File: config.mk
export PLATFORM = sky130hd
export DESIGN_NAME = fixed_point_line_stepper_flat
export DESIGN_NICKNAME = d
export VERILOG_FILES = /design/src/hdl/fls_pkg.sv /design/src/hdl/fls_ifs.sv /design/src/hdl/fls_front.sv /design/src/hdl/fls_div.sv /design/src/hdl/fls_back.sv /design/src/hdl/fixed_point_line_stepper.sv /design/src/flat_wrapper.sv
export SDC_FILE = /design/constraint.sdc
export NUM_CORES = 1
export LEC_CHECK = 0
export ABC_AREA = 1
export BUFFER_PORTS_ARGS = -buffer_cell sky130_fd_sc_hd__buf_2
export CORE_MARGIN = 2
export CORE_UTILIZATION = 25
export CTS_BUF_LIST = sky130_fd_sc_hd__clkbuf_8 sky130_fd_sc_hd__clkbuf_16
export DETAILED_ROUTE_END_ITERATION = 7
export PLACE_DENSITY = 0.41
export SLEW_MARGIN = 20
export SYNTH_ARGS = -nofsm -noshare
export SYNTH_HDL_FRONTEND = slang
export SYNTH_HIERARCHICAL = 1
export SYNTH_SLANG_ARGS = --single-unit
File: constraint.sdc
create_clock -name clk -period 5.5 [get_ports clk]
set_input_delay 1.1 -clock clk [delete_from_list [all_inputs] [get_ports clk]]
set_output_delay 1.1 -clock clk [all_outputs]
set_load 0.05 [all_outputs]
File: src/hdl/fls_pkg.sv
// Shared constants and control types for the fixed-point line stepper.
package fls_pkg;

    localparam int COORD_BITS_DEF  = 12;
    localparam int FRAC_BITS_DEF   = 10;
    localparam int ROW_W           = 13;
    localparam int ADDR_W          = 24;
    localparam int COLOUR_W        = 8;
    localparam int ROW_WIDTH_RESET = 320;
    // Command queue depth, must be a power of two.
    localparam int QUEUE_DEPTH     = 4;

    localparam logic KIND_START   = 1'b0;
    localparam logic KIND_ADVANCE = 1'b1;

    typedef struct packed {
        logic is_start;
        logic major_x;
        logic major_neg;
        logic minor_neg;
    } fls_cmd_t;

endpackage

File: src/hdl/fls_ifs.sv
// Valid/ready channel interfaces for line commands and pixel results.
interface fls_item_if
    import fls_pkg::*;
#(
    parameter int COORD_BITS = COORD_BITS_DEF
);
    logic                  valid;
    logic                  ready;
    logic                  kind;
    logic [COORD_BITS-1:0] start_x;
    logic [COORD_BITS-1:0] start_y;
    logic [COORD_BITS-1:0] end_x;
    logic [COORD_BITS-1:0] end_y;
    logic [COLOUR_W-1:0]   colour;

    modport source (output valid, kind, start_x, start_y, end_x, end_y, colour,
                    input ready);
    modport sink   (input valid, kind, start_x, start_y, end_x, end_y, colour,
                    output ready);
endinterface

interface fls_pixel_if
    import fls_pkg::*;
#(
    parameter int COORD_BITS = COORD_BITS_DEF
);
    logic                  valid;
    logic                  ready;
    logic [COORD_BITS-1:0] pixel_x;
    logic [COORD_BITS-1:0] pixel_y;
    logic [ADDR_W-1:0]     pixel_address;
    logic [COLOUR_W-1:0]   pixel_colour;
    logic                  last_pixel;

    modport source (output valid, pixel_x, pixel_y, pixel_address, pixel_colour,
                    last_pixel, input ready);
    modport sink   (input valid, pixel_x, pixel_y, pixel_address, pixel_colour,
                    last_pixel, output ready);
endinterface

File: src/hdl/fls_front.sv
// Front end: accepts commands, works out line setup, queues them for the back end.
module fls_front
    import fls_pkg::*;
#(
    parameter int COORD_BITS = COORD_BITS_DEF
)
(
    input  logic                  clk,
    input  logic                  rst_n,
    fls_item_if.sink              item,
    output logic                  head_valid,
    output fls_cmd_t              head_cmd,
    output logic [COORD_BITS-1:0] head_x0,
    output logic [COORD_BITS-1:0] head_y0,
    output logic [COORD_BITS:0]   head_len,
    output logic [COORD_BITS:0]   head_adj,
    output logic [COLOUR_W-1:0]   head_colour,
    input  logic                  pop
);

    localparam int PTR_W = $clog2(QUEUE_DEPTH);
    localparam int CNT_W = PTR_W + 1;

    fls_cmd_t              cmd_q    [QUEUE_DEPTH];
    logic [COORD_BITS-1:0] x0_q     [QUEUE_DEPTH];
    logic [COORD_BITS-1:0] y0_q     [QUEUE_DEPTH];
    logic [COORD_BITS:0]   len_q    [QUEUE_DEPTH];
    logic [COORD_BITS:0]   adj_q    [QUEUE_DEPTH];
    logic [COLOUR_W-1:0]   colour_q [QUEUE_DEPTH];

    logic [PTR_W-1:0] wr_ptr_reg, wr_ptr_next;
    logic [PTR_W-1:0] rd_ptr_reg, rd_ptr_next;
    logic [CNT_W-1:0] count_reg, count_next;

    logic                  push;
    logic                  x_fwd, y_fwd;
    logic [COORD_BITS-1:0] adx, ady;
    fls_cmd_t              new_cmd;
    logic [COORD_BITS:0]   new_len, new_adj;

    // setup classification
    always_comb
    begin
        x_fwd = item.end_x >= item.start_x;
        y_fwd = item.end_y >= item.start_y;
        adx   = x_fwd ? item.end_x - item.start_x : item.start_x - item.end_x;
        ady   = y_fwd ? item.end_y - item.start_y : item.start_y - item.end_y;
        new_cmd.is_start  = (item.kind == KIND_START);
        new_cmd.major_x   = (adx >= ady);
        new_cmd.major_neg = new_cmd.major_x ? !x_fwd : !y_fwd;
        new_cmd.minor_neg = new_cmd.major_x ? !y_fwd : !x_fwd;
        // len = major delta + 1; minor magnitude |d| + 1, sign from direction
        new_len = {1'b0, (new_cmd.major_x ? adx : ady)} + (COORD_BITS+1)'(1);
        new_adj = {1'b0, (new_cmd.major_x ? ady : adx)} + (COORD_BITS+1)'(1);
    end

    always_comb
    begin
        item.ready  = (count_reg != CNT_W'(QUEUE_DEPTH));
        push        = item.valid && item.ready;
        head_valid  = (count_reg != '0);
        wr_ptr_next = push ? PTR_W'(wr_ptr_reg + 1'b1) : wr_ptr_reg;
        rd_ptr_next = pop  ? PTR_W'(rd_ptr_reg + 1'b1) : rd_ptr_reg;
        count_next  = count_reg;
        if (push && !pop)
        begin
            count_next = count_reg + 1'b1;
        end
        else if (pop && !push)
        begin
            count_next = count_reg - 1'b1;
        end
        head_cmd    = cmd_q[rd_ptr_reg];
        head_x0     = x0_q[rd_ptr_reg];
        head_y0     = y0_q[rd_ptr_reg];
        head_len    = len_q[rd_ptr_reg];
        head_adj    = adj_q[rd_ptr_reg];
        head_colour = colour_q[rd_ptr_reg];
    end

    always_ff @(posedge clk or negedge rst_n)
    begin
        if (!rst_n)
        begin
            wr_ptr_reg <= '0;
            rd_ptr_reg <= '0;
            count_reg  <= '0;
        end
        else
        begin
            wr_ptr_reg <= wr_ptr_next;
            rd_ptr_reg <= rd_ptr_next;
            count_reg  <= count_next;
        end
    end

    always_ff @(posedge clk)
    begin
        if (push)
        begin
            cmd_q[wr_ptr_reg]    <= new_cmd;
            x0_q[wr_ptr_reg]     <= item.start_x;
            y0_q[wr_ptr_reg]     <= item.start_y;
            len_q[wr_ptr_reg]    <= new_len;
            adj_q[wr_ptr_reg]    <= new_adj;
            colour_q[wr_ptr_reg] <= item.colour;
        end
    end

endmodule

File: src/hdl/fls_div.sv
// Restoring divider, one quotient bit per cycle, unsigned operands.
module fls_div
    import fls_pkg::*;
#(
    parameter int NUM_W = COORD_BITS_DEF + 1 + FRAC_BITS_DEF,
    parameter int DEN_W = COORD_BITS_DEF + 1
)
(
    input  logic             clk,
    input  logic             rst_n,
    input  logic             start,
    input  logic [NUM_W-1:0] num,
    input  logic [DEN_W-1:0] den,
    output logic             busy,
    output logic [NUM_W-1:0] quo
);

    localparam int CNT_W = $clog2(NUM_W + 1);

    logic             busy_reg, busy_next;
    logic [CNT_W-1:0] cnt_reg, cnt_next;
    logic [NUM_W-1:0] quo_reg, quo_next;
    logic [DEN_W-1:0] rem_reg, rem_next;
    logic [DEN_W-1:0] den_reg;
    logic [DEN_W:0]   trial;
    logic             fits;

    always_comb
    begin
        trial     = {rem_reg, quo_reg[NUM_W-1]};
        fits      = (trial >= {1'b0, den_reg});
        busy_next = busy_reg;
        cnt_next  = cnt_reg;
        quo_next  = quo_reg;
        rem_next  = rem_reg;
        if (start)
        begin
            busy_next = 1'b1;
            cnt_next  = CNT_W'(NUM_W);
            quo_next  = num;
            rem_next  = '0;
        end
        else if (busy_reg)
        begin
            rem_next = fits ? DEN_W'(trial - {1'b0, den_reg}) : trial[DEN_W-1:0];
            quo_next = {quo_reg[NUM_W-2:0], fits};
            cnt_next = cnt_reg - 1'b1;
            if (cnt_reg == CNT_W'(1))
            begin
                busy_next = 1'b0;
            end
        end
        busy = busy_reg;
        quo  = quo_reg;
    end

    always_ff @(posedge clk or negedge rst_n)
    begin
        if (!rst_n)
        begin
            busy_reg <= 1'b0;
            cnt_reg  <= '0;
        end
        else
        begin
            busy_reg <= busy_next;
            cnt_reg  <= cnt_next;
        end
    end

    always_ff @(posedge clk)
    begin
        quo_reg <= quo_next;
        rem_reg <= rem_next;
        if (start)
        begin
            den_reg <= den;
        end
    end

endmodule

File: src/hdl/fls_back.sv
// Back end: line state, accumulator stepping, address multiply and output register.
module fls_back
    import fls_pkg::*;
#(
    parameter int COORD_BITS = COORD_BITS_DEF,
    parameter int FRAC_BITS  = FRAC_BITS_DEF
)
(
    input  logic                  clk,
    input  logic                  rst_n,
    input  logic                  head_valid,
    input  fls_cmd_t              head_cmd,
    input  logic [COORD_BITS-1:0] head_x0,
    input  logic [COORD_BITS-1:0] head_y0,
    input  logic [COORD_BITS:0]   head_len,
    input  logic [COLOUR_W-1:0]   head_colour,
    output logic                  pop,
    output logic                  div_start,
    input  logic                  div_busy,
    input  logic [FRAC_BITS:0]    div_quo,
    input  logic [ROW_W-1:0]      row_width,
    fls_pixel_if.source           pixel
);

    localparam int ACC_W = COORD_BITS + FRAC_BITS + 2;
    localparam int PIX_W = COORD_BITS + 2;
    localparam logic [ACC_W-1:0] ONE_PIXEL =
        {{(ACC_W-1-FRAC_BITS){1'b0}}, 1'b1, {FRAC_BITS{1'b0}}};

    typedef enum logic {ST_IDLE, ST_DIV} state_t;

    state_t                state_reg, state_next;
    logic [ACC_W-1:0]      x_acc_reg, x_acc_next;
    logic [ACC_W-1:0]      y_acc_reg, y_acc_next;
    logic [ACC_W-1:0]      x_step_reg, x_step_next;
    logic [ACC_W-1:0]      y_step_reg, y_step_next;
    logic [COORD_BITS-1:0] left_reg, left_next;
    logic [COLOUR_W-1:0]   colour_reg, colour_next;

    logic                  p1_valid_reg, p1_valid_next;
    logic signed [PIX_W-1:0] p1_x_reg, p1_y_reg;
    logic                  p1_last_reg;
    logic [COLOUR_W-1:0]   p1_colour_reg;

    logic                  out_valid_reg, out_valid_next;
    logic [COORD_BITS-1:0] out_x_reg, out_y_reg;
    logic [ADDR_W-1:0]     out_addr_reg;
    logic [COLOUR_W-1:0]   out_colour_reg;
    logic                  out_last_reg;

    logic                  out_load, p1_free, p1_load;
    logic                  adv_go, adv_emit, start_go;
    logic [ACC_W-1:0]      major_step, minor_step;
    logic [COORD_BITS:0]   len_m1;
    logic [ADDR_W-1:0]     y_ext, x_ext;
    logic [ADDR_W+ROW_W-1:0] row_prod;
    logic [ADDR_W-1:0]     addr_calc;

    always_comb
    begin
        out_load = p1_valid_reg && (!out_valid_reg || pixel.ready);
        p1_free  = !p1_valid_reg || out_load;
        // advance with no line active is dropped without a result
        adv_go    = (state_reg == ST_IDLE) && head_valid && !head_cmd.is_start &&
                    ((left_reg == '0) || p1_free);
        adv_emit  = adv_go && (left_reg != '0);
        div_start = (state_reg == ST_IDLE) && head_valid && head_cmd.is_start;
        start_go  = (state_reg == ST_DIV) && !div_busy && p1_free;
        pop       = adv_go || start_go;
        p1_load   = start_go || adv_emit;

        major_step = head_cmd.major_neg ? ACC_W'(-ONE_PIXEL) : ONE_PIXEL;
        minor_step = head_cmd.minor_neg ? ACC_W'(-ACC_W'(div_quo)) : ACC_W'(div_quo);
        len_m1     = head_len - (COORD_BITS+1)'(1);

        state_next  = state_reg;
        x_acc_next  = x_acc_reg;
        y_acc_next  = y_acc_reg;
        x_step_next = x_step_reg;
        y_step_next = y_step_reg;
        left_next   = left_reg;
        colour_next = colour_reg;

        case (state_reg)
            ST_IDLE:
            begin
                if (div_start)
                begin
                    state_next = ST_DIV;
                end
            end
            ST_DIV:
            begin
                if (start_go)
                begin
                    state_next = ST_IDLE;
                end
            end
            default:
            begin
                state_next = ST_IDLE;
            end
        endcase

        if (start_go)
        begin
            x_acc_next  = {2'b00, head_x0, {FRAC_BITS{1'b0}}};
            y_acc_next  = {2'b00, head_y0, {FRAC_BITS{1'b0}}};
            x_step_next = head_cmd.major_x ? major_step : minor_step;
            y_step_next = head_cmd.major_x ? minor_step : major_step;
            left_next   = len_m1[COORD_BITS-1:0];
            colour_next = head_colour;
        end
        else if (adv_emit)
        begin
            x_acc_next = x_acc_reg + x_step_reg;
            y_acc_next = y_acc_reg + y_step_reg;
            left_next  = left_reg - 1'b1;
        end

        p1_valid_next  = p1_load || (p1_valid_reg && !out_load);
        out_valid_next = out_load || (out_valid_reg && !pixel.ready);

        // address from floored signed coordinates, modulo 2^ADDR_W
        y_ext     = ADDR_W'(p1_y_reg);
        x_ext     = ADDR_W'(p1_x_reg);
        row_prod  = y_ext * {{ADDR_W{1'b0}}, row_width};
        addr_calc = row_prod[ADDR_W-1:0] + x_ext;
    end

    always_ff @(posedge clk or negedge rst_n)
    begin
        if (!rst_n)
        begin
            state_reg     <= ST_IDLE;
            x_acc_reg     <= '0;
            y_acc_reg     <= '0;
            x_step_reg    <= '0;
            y_step_reg    <= '0;
            left_reg      <= '0;
            colour_reg    <= '0;
            p1_valid_reg  <= 1'b0;
            out_valid_reg <= 1'b0;
        end
        else
        begin
            state_reg     <= state_next;
            x_acc_reg     <= x_acc_next;
            y_acc_reg     <= y_acc_next;
            x_step_reg    <= x_step_next;
            y_step_reg    <= y_step_next;
            left_reg      <= left_next;
            colour_reg    <= colour_next;
            p1_valid_reg  <= p1_valid_next;
            out_valid_reg <= out_valid_next;
        end
    end

    always_ff @(posedge clk)
    begin
        if (p1_load)
        begin
            // floor of the accumulator: arithmetic drop of the fraction
            p1_x_reg      <= x_acc_next[ACC_W-1:FRAC_BITS];
            p1_y_reg      <= y_acc_next[ACC_W-1:FRAC_BITS];
            p1_last_reg   <= (left_next == '0);
            p1_colour_reg <= colour_next;
        end
        if (out_load)
        begin
            out_x_reg      <= p1_x_reg[COORD_BITS-1:0];
            out_y_reg      <= p1_y_reg[COORD_BITS-1:0];
            out_addr_reg   <= addr_calc;
            out_colour_reg <= p1_colour_reg;
            out_last_reg   <= p1_last_reg;
        end
    end

    assign pixel.valid         = out_valid_reg;
    assign pixel.pixel_x       = out_x_reg;
    assign pixel.pixel_y       = out_y_reg;
    assign pixel.pixel_address = out_addr_reg;
    assign pixel.pixel_colour  = out_colour_reg;
    assign pixel.last_pixel    = out_last_reg;

    // start command stays at the queue head for the whole division
    a_div_holds_head: assert property (@(posedge clk) disable iff (!rst_n)
        (state_reg == ST_DIV) |-> (head_valid && head_cmd.is_start))
        else $error("start command left queue head during division");

    a_div_launch: assert property (@(posedge clk) disable iff (!rst_n)
        div_start |=> div_busy)
        else $error("divider did not start");

    a_div_wait: assert property (@(posedge clk) disable iff (!rst_n)
        ((state_reg == ST_DIV) && !div_busy && !p1_free) |=> (state_reg == ST_DIV))
        else $error("line setup finished while pixel stage was full");

    a_no_line_no_pixel: assert property (@(posedge clk) disable iff (!rst_n)
        (adv_go && (left_reg == '0) && !p1_valid_reg) |=> !p1_valid_reg)
        else $error("pixel produced by advance with no active line");

endmodule

File: src/hdl/fixed_point_line_stepper.sv
// Top level of the fixed-point DDA line stepper: command queue, divider, stepper.
// Throughput: one advance per cycle while the pixel output is not stalled; a start
//   holds the back end for the COORD_BITS+FRAC_BITS+1 step restoring divide of the
//   minor step (23 divider steps at defaults).
// Reset: no line active, accumulators and steps zero, row_width = 320.
module fixed_point_line_stepper
    import fls_pkg::*;
#(
    parameter int COORD_BITS = COORD_BITS_DEF,
    parameter int FRAC_BITS  = FRAC_BITS_DEF
)
(
    input  logic             clk,
    input  logic             rst_n,
    fls_item_if.sink         item,
    fls_pixel_if.source      pixel,
    input  logic             cfg_wr_en,
    input  logic [ROW_W-1:0] cfg_wr_data
);

    // dividend is |minor delta|+1 scaled by the fraction, divisor is line length
    localparam int NUM_W = COORD_BITS + 1 + FRAC_BITS;
    localparam int DEN_W = COORD_BITS + 1;

    // frame buffer row width register; the user must write it only while idle, the block does not enforce this
    logic [ROW_W-1:0] row_width_reg;

    // queue head seen by the back end
    logic                  head_valid;
    fls_cmd_t              head_cmd;
    logic [COORD_BITS-1:0] head_x0;
    logic [COORD_BITS-1:0] head_y0;
    logic [COORD_BITS:0]   head_len;
    logic [COORD_BITS:0]   head_adj;
    logic [COLOUR_W-1:0]   head_colour;
    logic                  pop;

    // divider handshake
    logic             div_start;
    logic             div_busy;
    logic [NUM_W-1:0] div_quo;

    always_ff @(posedge clk or negedge rst_n)
    begin
        if (!rst_n)
        begin
            row_width_reg <= ROW_W'(ROW_WIDTH_RESET);
        end
        else if (cfg_wr_en)
        begin
            row_width_reg <= cfg_wr_data;
        end
    end

    // front: accept transactions while the queue has room, classify starts, queue
    fls_front #(
        .COORD_BITS (COORD_BITS)
    ) u_front (
        .clk         (clk),
        .rst_n       (rst_n),
        .item        (item),
        .head_valid  (head_valid),
        .head_cmd    (head_cmd),
        .head_x0     (head_x0),
        .head_y0     (head_y0),
        .head_len    (head_len),
        .head_adj    (head_adj),
        .head_colour (head_colour),
        .pop         (pop)
    );

    // minor step magnitude = (adj << FRAC_BITS) / len, at most 2^FRAC_BITS
    fls_div #(
        .NUM_W (NUM_W),
        .DEN_W (DEN_W)
    ) u_div (
        .clk   (clk),
        .rst_n (rst_n),
        .start (div_start),
        .num   ({head_adj, {FRAC_BITS{1'b0}}}),
        .den   (head_len),
        .busy  (div_busy),
        .quo   (div_quo)
    );

    // back: step accumulators, form address, register the pixel
    fls_back #(
        .COORD_BITS (COORD_BITS),
        .FRAC_BITS  (FRAC_BITS)
    ) u_back (
        .clk         (clk),
        .rst_n       (rst_n),
        .head_valid  (head_valid),
        .head_cmd    (head_cmd),
        .head_x0     (head_x0),
        .head_y0     (head_y0),
        .head_len    (head_len),
        .head_colour (head_colour),
        .pop         (pop),
        .div_start   (div_start),
        .div_busy    (div_busy),
        .div_quo     (div_quo[FRAC_BITS:0]),
        .row_width   (row_width_reg),
        .pixel       (pixel)
    );

endmodule

File: src/flat_wrapper.sv
// flat-port wrapper written by rule: the top's interface ports become plain ports
module fixed_point_line_stepper_flat import fls_pkg::*;
#(
    parameter int COORD_BITS = COORD_BITS_DEF,
    parameter int FRAC_BITS  = FRAC_BITS_DEF
)
  (clk, rst_n, cfg_wr_en, cfg_wr_data, item_valid, item_kind, item_start_x, item_start_y, item_end_x, item_end_y, item_colour, item_ready, pixel_valid, pixel_pixel_x, pixel_pixel_y, pixel_pixel_address, pixel_pixel_colour, pixel_last_pixel, pixel_ready);
  fls_item_if #(.COORD_BITS(COORD_BITS)) item_i ();
  fls_pixel_if #(.COORD_BITS(COORD_BITS)) pixel_i ();
  input  logic clk;
  input  logic rst_n;
  input  logic cfg_wr_en;
  input  logic [ROW_W-1:0] cfg_wr_data;
  input wire logic [$bits(item_i.valid)-1:0] item_valid;
  input wire logic [$bits(item_i.kind)-1:0] item_kind;
  input wire logic [$bits(item_i.start_x)-1:0] item_start_x;
  input wire logic [$bits(item_i.start_y)-1:0] item_start_y;
  input wire logic [$bits(item_i.end_x)-1:0] item_end_x;
  input wire logic [$bits(item_i.end_y)-1:0] item_end_y;
  input wire logic [$bits(item_i.colour)-1:0] item_colour;
  output wire logic [$bits(item_i.ready)-1:0] item_ready;
  output wire logic [$bits(pixel_i.valid)-1:0] pixel_valid;
  output wire logic [$bits(pixel_i.pixel_x)-1:0] pixel_pixel_x;
  output wire logic [$bits(pixel_i.pixel_y)-1:0] pixel_pixel_y;
  output wire logic [$bits(pixel_i.pixel_address)-1:0] pixel_pixel_address;
  output wire logic [$bits(pixel_i.pixel_colour)-1:0] pixel_pixel_colour;
  output wire logic [$bits(pixel_i.last_pixel)-1:0] pixel_last_pixel;
  input wire logic [$bits(pixel_i.ready)-1:0] pixel_ready;
  assign item_i.valid = item_valid;
  assign item_i.kind = item_kind;
  assign item_i.start_x = item_start_x;
  assign item_i.start_y = item_start_y;
  assign item_i.end_x = item_end_x;
  assign item_i.end_y = item_end_y;
  assign item_i.colour = item_colour;
  assign item_ready = item_i.ready;
  assign pixel_valid = pixel_i.valid;
  assign pixel_pixel_x = pixel_i.pixel_x;
  assign pixel_pixel_y = pixel_i.pixel_y;
  assign pixel_pixel_address = pixel_i.pixel_address;
  assign pixel_pixel_colour = pixel_i.pixel_colour;
  assign pixel_last_pixel = pixel_i.last_pixel;
  assign pixel_i.ready = pixel_ready;
  fixed_point_line_stepper #(.COORD_BITS(COORD_BITS), .FRAC_BITS(FRAC_BITS)) u_core (.clk(clk), .rst_n(rst_n), .item(item_i), .pixel(pixel_i), .cfg_wr_en(cfg_wr_en), .cfg_wr_data(cfg_wr_data));
endmodule
==> impl_summary.md <==
Status
The flow ran to the end, and the final reports show no timing, DRC or antenna violations.

Floorplan
The initial cell density of the core is 0.252. The die span in x is 379 um. The die area is 143000 um^2. The area inside the core boundary is about 140000 um^2. 134 I/O pins were placed. The initialized floorplan defines around 140 standard-cell rows. The vertical die dimension is around 380 um.

Critical path
The element type at the critical path start is a flop. The highest net fanout along the worst path is 5. The number of buffers and inverters on the critical path is 5. The slowest stage of the critical path belongs to the cell sky130_fd_sc_hd__dfstp_2. Traced cell by cell, the critical path runs through buf_12 -> nand2_4 -> fa_1 -> fa_1 -> inv_2 -> fa_2 -> fa_2 -> fa_1 -> inv_2 -> fa_1 -> inv_2 -> ha_4 -> buf_6 -> a21oi_4 -> o21a_1 -> o21ai_2 -> nand2_1 -> nand3_2 -> nand3_2 -> nand2_1. The worst setup path is of the reg2reg kind.

The longest individual stage delay on the worst path is 600 ps. The arrival time at the worst endpoint is ~5800 ps. The kind of cell with the highest combined delay along the critical path is adder cells. The critical path endpoint category is a flop.

The required time at the endpoint of the critical path is roughly 5900 ps. The most frequent cell on the critical path is sky130_fd_sc_hd__fa_1.

Drt
The routed wire length per instance is 16.7 um. After detailed routing, the number of vias per cell comes to 4.30. The routed wire length is ~110 mm. The final route contains 27127 vias.

The post-route antenna net violation count is 0. The detailed-route DRC error count is 0. The first routing iteration left 1450 violations. The first-pass iteration count of the detailed router is 5.

Synthesis
The commonest register cell after synthesis is sky130_fd_sc_hd__edfxtp_1. The portion of the post-synthesis area used by sequential elements is 0.427. Ranked by total cell area, the synthesized netlist is headed by sky130_fd_sc_hd__edfxtp_1 (32%), sky130_fd_sc_hd__nand2_1 (12%), sky130_fd_sc_hd__fa_1 (10%). The top-area cell type share of the netlist area is 0.323. The total of flip-flops plus latches after synthesis is 526.

The post-synthesis cell type with the largest combined area is sky130_fd_sc_hd__edfxtp_1. The count of yosys warnings during synthesis is 6. Yosys mapped a number of flops with a built-in enable equal to roughly 380.

Synthesis produced a netlist whose cell count is approximately 4000. Summing every instance area after synthesis gives 35100 um^2. The post-synthesis area per instance is between 8 and 9 um^2. The count of distinct cell types in the synthesized netlist is 57. Of all flip-flops after synthesis, the portion carrying an async set or reset was 0.257.

Clocking
The cell sitting at the root of the clock tree is a sky130_fd_sc_hd__clkbuf_16. The clock net in this run drives a total of between 500 and 600 sinks. Buffers inserted to repair hold after CTS numbered 0.

The number of clock buffers inserted by TritonCTS is 68. The clock tree from TritonCTS is done. After clock tree synthesis, the clock-pin slew on the worst setup and hold paths is roughly 60 ps.

The buffer depth of the longest clock path is 3. The H-tree was split into 3 levels. The insertion delay of the later-clocked pin in the worst-skew pair is about 650 ps.

Layout
The library cell used most frequently in the layout, excluding fill and tap cells, is sky130_fd_sc_hd__nand2_1. Excluding fillers, the count of instances in the completed layout stands at 6305. In the layout the commonest cells are sky130_fd_sc_hd__nand2_1 (1099), sky130_fd_sc_hd__inv_1 (643), sky130_fd_sc_hd__edfxtp_1 (378). The final net count is about 4800. The largest registers in the layout are u_core/u_front/adj_q x52, u_core/u_front/len_q x52.

For this run, the share of the core covered by cells in the final layout is 0.306. In the final layout, the share of cells above drive strength 1 is 0.160. The area added between synthesis and finish is 21.7%. The antenna diode instance count is 0.

GRT
The fraction of met2 tracks used by global routing is 0.254. For met1 alone, demand over resource in global routing was 0.190. The total routing resource utilization after global routing is 0.147.

Entering global routing, the biggest net connects 123 pins. The number of global-route vias before repair is around 27000. For this run, global-route usage on met3 was measured as 0.0239. The initial antenna violation count is 1. The global routing stage identified its most utilized layer as met2.

The first global-routing pass estimated 162 mm of wire. The remaining global-route overflow is 0.

Timing
Across all setup checks in the final design, the least slack found is 28.3 ps. The period utilization is 0.995. Setup repair after global routing could not meet its margin everywhere.

For the pin with the worst max-slew slack, the measured transition is 1060 ps. The worst-case headroom to the max-slew limit is 0.295. After layout, the minimum clock period comes to 5470 ps. For this run, the top clock speed supported by timing is 0.183 GHz. The final hold violation count was 0.

The total negative setup slack is 0 ps. Setup violations remaining at the end of the flow were counted as 0. For the final database, setup skew stands at between 40 and 50 ps. The final count of pins violating max slew is 0.

Place
Including well taps, the total number of placed cells is 6140. The worst slack at placement is -369 ps. The port buffer count is 133. The global placement routability congestion is 0.844.

Detailed placement finished with a half-perimeter wire length of 79.1 mm.

Worst hold path
The worst hold-check path type is reg2reg.

Job
The tool flagged a number of max-cap violations equal to 0.
-- through the flow --
step	hold slack (ps)	cell area, um^2
after floorplan	400	35200
after global placement	401	39400
after detailed placement	405	39400
after CTS	408	42100
after global routing	408	42700
final	408	42700
-- final timing paths --
kind | startpoint | endpoint | slack [ps] | cells past startpoint
max reg2reg | u_core/row_width_reg[6] | u_core/u_back/pixel.pixel_address[23] | 30 | 20
min reg2reg | u_core/u_back/p1_colour_reg[4] | u_core/u_back/pixel.pixel_colour[4] | 410 | 0
min in group asynchronous | rst_n | u_core/u_back/colour_reg[7] | 470 | 1
max in group asynchronous | rst_n | u_core/u_div/cnt_reg[4] | 4130 | 2
min | u_core/u_back/p1_colour_reg[4] | u_core/u_back/pixel.pixel_colour[4] | 410 | 0
max | u_core/row_width_reg[6] | u_core/u_back/pixel.pixel_address[23] | 30 | 20
-- synth_stat cells (all sizes together) (2+ instances only) --
cell type,instances
nand2,1151
inv,669
edfxtp,378
nor2,306
o21ai,242
nand3,213
fa,182
ha,181
dfrtp,133
a21oi,124
clkbuf,71
o22ai,67
xor2,64
nand4,59
buf,46
xnor2,42
nor3,18
o21bai,14
dfxtp,13
a21o,12
a22o,12
nor4,7
or2,6
nand3b,5
o21a,4
o211ai,3
a211oi,2
a22oi,2
a31oi,2
and2,2
clkinv,2
dfstp,2
-- layer usage --
layer	up-vias	wire (um)
li1	13633	-
met1	12962	47800
met2	411	51300
met3	121	4220
met4	0	1970
met5	-	0
-- timing repair --
| item | CTS | global route |
|---|---|---|
| setup buffers | 21 | 21 |
| setup endpoints to repair | 14 | 14 |
| resized for setup | 62 | 124 |
| pin swaps | 43 | 138 |
| gates cloned | 1 | 1 |
| hold endpoints to repair | 0 | 0 |
-- area by class of cell --
type | count | area (um^2)
flip-flops and latches | 526 | 15000
well taps | 1876 | 2350
clock inverters | 53 | 487
repair buffers | 373 | 2830
inverters | 671 | 2520
multi-input cells | 2736 | 17800
fillers | 14705 | 96700
clock buffers | 70 | 1730
-- logic make-up (layout without fill, tap and decap cells) --
kind of cell,after synthesis,count (layout),share of synthesized area
and+or+nand+nor,1767,1767,0.213
AOI/OAI and AO/OA,490,490,0.0778
buffers and inverters,788,1167,0.0876
other,1,10,0.000107
xor gates and xnor gates,106,106,0.0264
DFF,526,526,0.427
adders and majority gates,363,363,0.168
Power is not shown: default switching activity piles up to over one toggle a cycle in this logic, so the estimate is an artifact.
